**config.mk**
```make
export PLATFORM = sky130hd
export DESIGN_NAME = mstr_cell
export DESIGN_NICKNAME = d
export VERILOG_FILES = /design/src/design/mstr_pkg.sv /design/src/design/mstr_cell.sv
export SDC_FILE = /design/constraint.sdc
export NUM_CORES = 1
export LEC_CHECK = 0
export BUFFER_PORTS_ARGS = -buffer_cell sky130_fd_sc_hd__buf_2
export CAP_MARGIN = 20
export CORE_MARGIN = 1
export CORE_UTILIZATION = 51
export DETAILED_ROUTE_END_ITERATION = 12
export PLACE_DENSITY = 0.73
export SLEW_MARGIN = 20
export SYNTH_ARGS = -nofsm -noshare
export SYNTH_HDL_FRONTEND = slang
export SYNTH_SLANG_ARGS = --single-unit
```
**constraint.sdc**
```tcl
create_clock -name clk -period 7.8 [get_ports clk]
set_input_delay 0.39 -clock clk [delete_from_list [all_inputs] [get_ports clk]]
set_output_delay 0.39 -clock clk [all_outputs]
set_load 0.01 [all_outputs]
```
**src/design/mstr_pkg.sv**
```systemverilog
// Shared types and constants for the multi-slot repeat timer.
`timescale 1ns / 1ps
`default_nettype none

package mstr_pkg;

    localparam int unsigned SLOT_COUNT_DEF = 16;
    localparam int unsigned TICK_W         = 29;

    localparam logic [7:0]  FOREVER  = 8'hFF;
    localparam logic [7:0]  NO_SLOT  = 8'hFF;

    // interval / 10 == (interval * RECIP_10) >> RECIP_SHIFT for every 32-bit interval.
    localparam logic [31:0] RECIP_10    = 32'hCCCC_CCCD;
    localparam int unsigned RECIP_SHIFT = 35;

    typedef enum logic [2:0] {
        CMD_ADD    = 3'd0,
        CMD_START  = 3'd1,
        CMD_STOP   = 3'd2,
        CMD_DELETE = 3'd3,
        CMD_TICK   = 3'd4
    } cmd_t;

    typedef enum logic [1:0] {
        MODE_UNUSED  = 2'd0,
        MODE_STOPPED = 2'd1,
        MODE_RUNNING = 2'd2
    } mode_t;

    typedef enum logic [1:0] {
        KIND_ADD_DONE = 2'd0,
        KIND_ADD_FAIL = 2'd1,
        KIND_EXPIRED  = 2'd2,
        KIND_TICK_END = 2'd3
    } kind_t;

    // Command token that walks the row of slot cells, one cell per cycle while the row advances.
    typedef struct packed {
        logic              valid;
        logic [2:0]        cmd;
        logic [7:0]        slot;
        logic [TICK_W-1:0] ticks;
        logic [7:0]        reps;
        logic              found;
    } beat_t;

    // Expiry report from one cell.
    typedef struct packed {
        logic       valid;
        logic [7:0] slot;
    } evt_t;

endpackage

`default_nettype wire

```
**src/design/mstr_cell.sv**
```systemverilog
// One timer slot: holds the slot state and acts on the command token as it passes.
`timescale 1ns / 1ps
`default_nettype none

module mstr_cell
    import mstr_pkg::*;
#(
    parameter int unsigned INDEX = 0
)
(
    input  wire logic  clk,
    input  wire logic  rst_n,
    input  wire logic  adv,
    input  wire beat_t beat_in,
    output beat_t      beat_out,
    output evt_t       evt
);

    localparam logic [7:0] SELF = 8'(INDEX);

    mode_t             mode_reg,   mode_next;
    logic              alloc_reg,  alloc_next;
    logic [TICK_W-1:0] ticks_reg,  ticks_next;
    logic [TICK_W-1:0] reload_reg, reload_next;
    logic [7:0]        reps_reg,   reps_next;
    beat_t             beat_reg,   beat_next;

    logic              hit;
    logic [TICK_W-1:0] ticks_dec;

    assign hit       = (beat_in.slot == SELF);
    assign ticks_dec = ticks_reg - TICK_W'(1);

    always_comb
    begin
        mode_next   = mode_reg;
        alloc_next  = alloc_reg;
        ticks_next  = ticks_reg;
        reload_next = reload_reg;
        reps_next   = reps_reg;
        beat_next   = beat_in;
        evt.valid   = 1'b0;
        evt.slot    = SELF;
        if (beat_in.valid)
        begin
            case (beat_in.cmd)
                CMD_ADD:
                begin
                    // The first free cell along the row claims the token.
                    if (!beat_in.found && mode_reg == MODE_UNUSED)
                    begin
                        mode_next       = MODE_STOPPED;
                        alloc_next      = 1'b1;
                        ticks_next      = beat_in.ticks;
                        reload_next     = beat_in.ticks;
                        reps_next       = beat_in.reps;
                        beat_next.found = 1'b1;
                        beat_next.slot  = SELF;
                    end
                end
                CMD_START:
                begin
                    if (hit)
                    begin
                        ticks_next = reload_reg;
                        mode_next  = MODE_RUNNING;
                    end
                end
                CMD_STOP:
                begin
                    if (hit)
                    begin
                        mode_next = MODE_STOPPED;
                    end
                end
                CMD_DELETE:
                begin
                    if (hit)
                    begin
                        mode_next   = MODE_UNUSED;
                        alloc_next  = 1'b0;
                        ticks_next  = '0;
                        reload_next = '0;
                        reps_next   = '0;
                    end
                end
                CMD_TICK:
                begin
                    if (alloc_reg && mode_reg == MODE_RUNNING && ticks_reg != '0)
                    begin
                        ticks_next = ticks_dec;
                        if (ticks_dec == '0)
                        begin
                            evt.valid = 1'b1;
                            if (reps_reg == FOREVER)
                            begin
                                ticks_next = reload_reg;
                            end
                            else if (reps_reg != 8'd0)
                            begin
                                ticks_next = reload_reg;
                                reps_next  = reps_reg - 8'd1;
                                if (reps_reg == 8'd1)
                                begin
                                    mode_next = MODE_STOPPED;
                                end
                            end
                            else
                            begin
                                mode_next = MODE_STOPPED;
                            end
                        end
                    end
                end
                default:
                begin
                end
            endcase
        end
    end

    always_ff @(posedge clk or negedge rst_n)
    begin
        if (!rst_n)
        begin
            mode_reg   <= MODE_UNUSED;
            alloc_reg  <= 1'b0;
            ticks_reg  <= '0;
            reload_reg <= '0;
            reps_reg   <= '0;
            beat_reg   <= '0;
        end
        else if (adv)
        begin
            mode_reg   <= mode_next;
            alloc_reg  <= alloc_next;
            ticks_reg  <= ticks_next;
            reload_reg <= reload_next;
            reps_reg   <= reps_next;
            beat_reg   <= beat_next;
        end
    end

    assign beat_out = beat_reg;

endmodule

`default_nettype wire
```
==> run metrics <==
status finished clean; RSZ-0062 raised after global routing false; per-cell routed wire length 19.80 µm; multi-input combinational cell area 3417 µm²; Routed WL 19.70 mm; number of global-route vias before repair 5984; root buf cell clkbuf_16; Avg Inst Size Synth 9.175 µm²; Seq/Total Area, Yosys 44.10%; Most used DFF post-synth dfrtp_1; final-report hold violation count 0; met3 usage 6.694%; crit path max fanout 22; Die Y 117.1 µm; initial core utilization 52.87%; final setup violating endpoints 0; num ports 112; Remaining Overflow, GRT 0; share of cells above drive strength 1 23.33%; first-pass GRT wire length 31.64 mm; drt via density 6.262; M2 GR Usage 47.81%; Worst Setup Path Type flip-flop to flip-flop; final setup TNS 0 ns; worst skew pair latency 0.43 ns; transition time of the tightest slew-check pin 1.068 ns; DR vias 6231; clk sink count 119; final non-filler cell total 995; P per Cell Area 276.9 nW/µm²; Tcrit/Tclk final 57.26%; post-CTS sizing 0; # DRC 0; max reg flops 50; gr busiest metal met2; Yosys cell types 65; Synth top area share 44.10%; Num CTS Buffers 17; data required time of the worst path 8.14 ns; EDFF count, synth 0; Netlist Area Pre-Place 6753 µm²; Final nets 869; Max Clk Rate 0.2239 GHz; Worst VDD drop 0.0001993 V; asr flop ratio synth 100.0%; gpl congestion 0.9476; Pleak 0.003333 µW; drt pass-1 iters 7; Rel. slew slack 28.63%; Clock Path Buffers 2; Critical Path AT 4.80 ns; placed insts 962; top cell type by total area after synthesis dfrtp_1; Die ar. 13700 µm²; largest net degree at the start of global routing 86; crit path time final 4.466 ns; Setup crit start kind flip-flop; Core Region 12770 µm²; Post-CTS Setup Bufs 0; H-tree depth 4; ranking of synthesized cells by area dfrtp_1 (44%), mux2_2 (6.8%), o21ai_0 (4.2%), a22o_1 (3.9%), nand2_1 (3.3%); Chip Width 117.1 µm; Max-Cap Viols 0; n_diodes 0; HP Class primary input to flip-flop; Slew Viols, Final 0; TritonCTS clock tree yes; Area growth syn-to-layout 17.66%; CP endpoint kind flip-flop; Post-DP HPWL 13.32 mm; Fill cells 1112; Register-to-Register Setup Slack 3.33 ns; antenna-violating nets left 0; drt first-iter violations 537; total track usage 30.69%; Synth Instances 736; clock skew 0.007113 ns; met1 usage 41.13%; initial antenna violation count 0; Synth Register Bits 119; Ys Warns 0; IO Port Bufs 103; FP Rows 41; Sequential Area 2978 µm²; clock-pin transition on the worst setup and hold timing paths 0.05 ns
## per-stage QoR
stage	hold WS (ns)	total power, µW	utilization, %	setup WS, ns	instance area, µm²
floorplan	0.09441	1196	-	4.421	6779
global placement	0.3687	1347	57.17	3.589	7302
detailed placement	0.3724	1362	57.18	3.436	7305
CTS	0.1778	2198	62.17	3.418	7941
global route	0.1842	2306	62.20	3.112	7945
finish	0.1784	2200	62.20	3.334	7945
## cell usage in the layout, fill, tap and decap left out, types with 4 or more instances in the layout
cell type / netlist / routed
a21oi_1: 44 / 44
nor3_1: 17 / 17
nor2_1: 46 / 46
nand4_1: 15 / 15
a31oi_1: 4 / 4
conb_1: 1 / 8
o31ai_1: 9 / 9
buf_4: 8 / 8
xnor2_1: 11 / 11
or3_1: 8 / 8
inv_1: 31 / 31
o211ai_1: 15 / 15
or4_1: 10 / 10
nor2b_1: 6 / 6
a211oi_1: 5 / 5
clkbuf_16: 0 / 17
clkbuf_8: 0 / 4
a22o_1: 30 / 30
a22oi_1: 11 / 11
nand2b_1: 4 / 4
nor4_1: 21 / 20
buf_2: 5 / 102
ha_1: 6 / 6
mux2_2: 41 / 41
nor4b_1: 4 / 4
o22ai_1: 8 / 8
o21ai_0: 57 / 57
dfrtp_1: 119 / 119
nand3_1: 7 / 7
nand2_1: 60 / 59
o21ai_1: 26 / 26
## synthesized netlist by cell type, drive strengths merged (5+ instances only)
| library cell | instances |
|---|---|
| nor2b | 6 |
| nand3 | 7 |
| nor3 | 17 |
| nand4 | 16 |
| inv | 31 |
| ha | 6 |
| nand2 | 60 |
| o21ai | 83 |
| or3 | 9 |
| mux2 | 41 |
| nor4 | 21 |
| o31ai | 10 |
| nor2 | 46 |
| o22ai | 8 |
| xnor2 | 11 |
| buf | 16 |
| or4 | 10 |
| a21oi | 45 |
| clkbuf | 48 |
| o211ai | 15 |
| dfrtp | 119 |
| a22oi | 11 |
| a211oi | 5 |
| a22o | 30 |
## final timing paths
check / from / to / cells past startpoint
max: ticks_reg[8] / ticks_reg[7] / 8
min: beat_in[43] / beat_out[43] / 3
max reg2reg: ticks_reg[8] / ticks_reg[7] / 8
min reg2reg: alloc_reg / alloc_reg / 1
max in group asynchronous: rst_n / ticks_reg[18] / 3
min in group asynchronous: rst_n / ticks_reg[23] / 2
## critical path, cell delays in order (launching register included)
cell and delay, ns:
dfrtp_1 0.52, or4_1 0.66, or4b_1 0.72, nor3_1 0.21, a22o_1 0.50, nand4_1 0.80, nor3_1 0.40, o21ai_1 0.26
o21ai_1 0.29
## cell type report
class | instances | area share, %
tap | 172 | 2.709
clock buffer | 22 | 6.094
multi-input combinational | 529 | 43.01
timing repair buffer | 112 | 7.449
clock inverter | 10 | 1.795
inverter | 31 | 1.465
sequential | 119 | 37.48
## power by group
group          switching, µW  internal (µW)
clock                    295            537
sequential               140            729
combinational            288            211
## layer usage
metal	part of all wire (%)	vias to the layer above	routed length, µm
li1	-	2857	-
met1	43	3046	8517
met2	47	280	9259
met3	7.1	48	1389
met4	2.7	0	530
met5	0	-	0
## logic make-up after synthesis
family	count (synthesis)	synth area share, %
buf+inv	95	5.818
mux	43	7.134
fa+ha+maj	6	1.112
xor+xnor	14	1.816
other cells	1	0.05553
compound gates	240	23.18
simple gates	218	16.79
flops	119	44.10
## timing repair
action / 4_1_cts / 5_1_grt
hold buffers: 1 / 0
setup endpoints to repair: 0 / 0
hold endpoints to repair: 34 / 0
No activity file was read; power rests on OpenSTA's default activity.
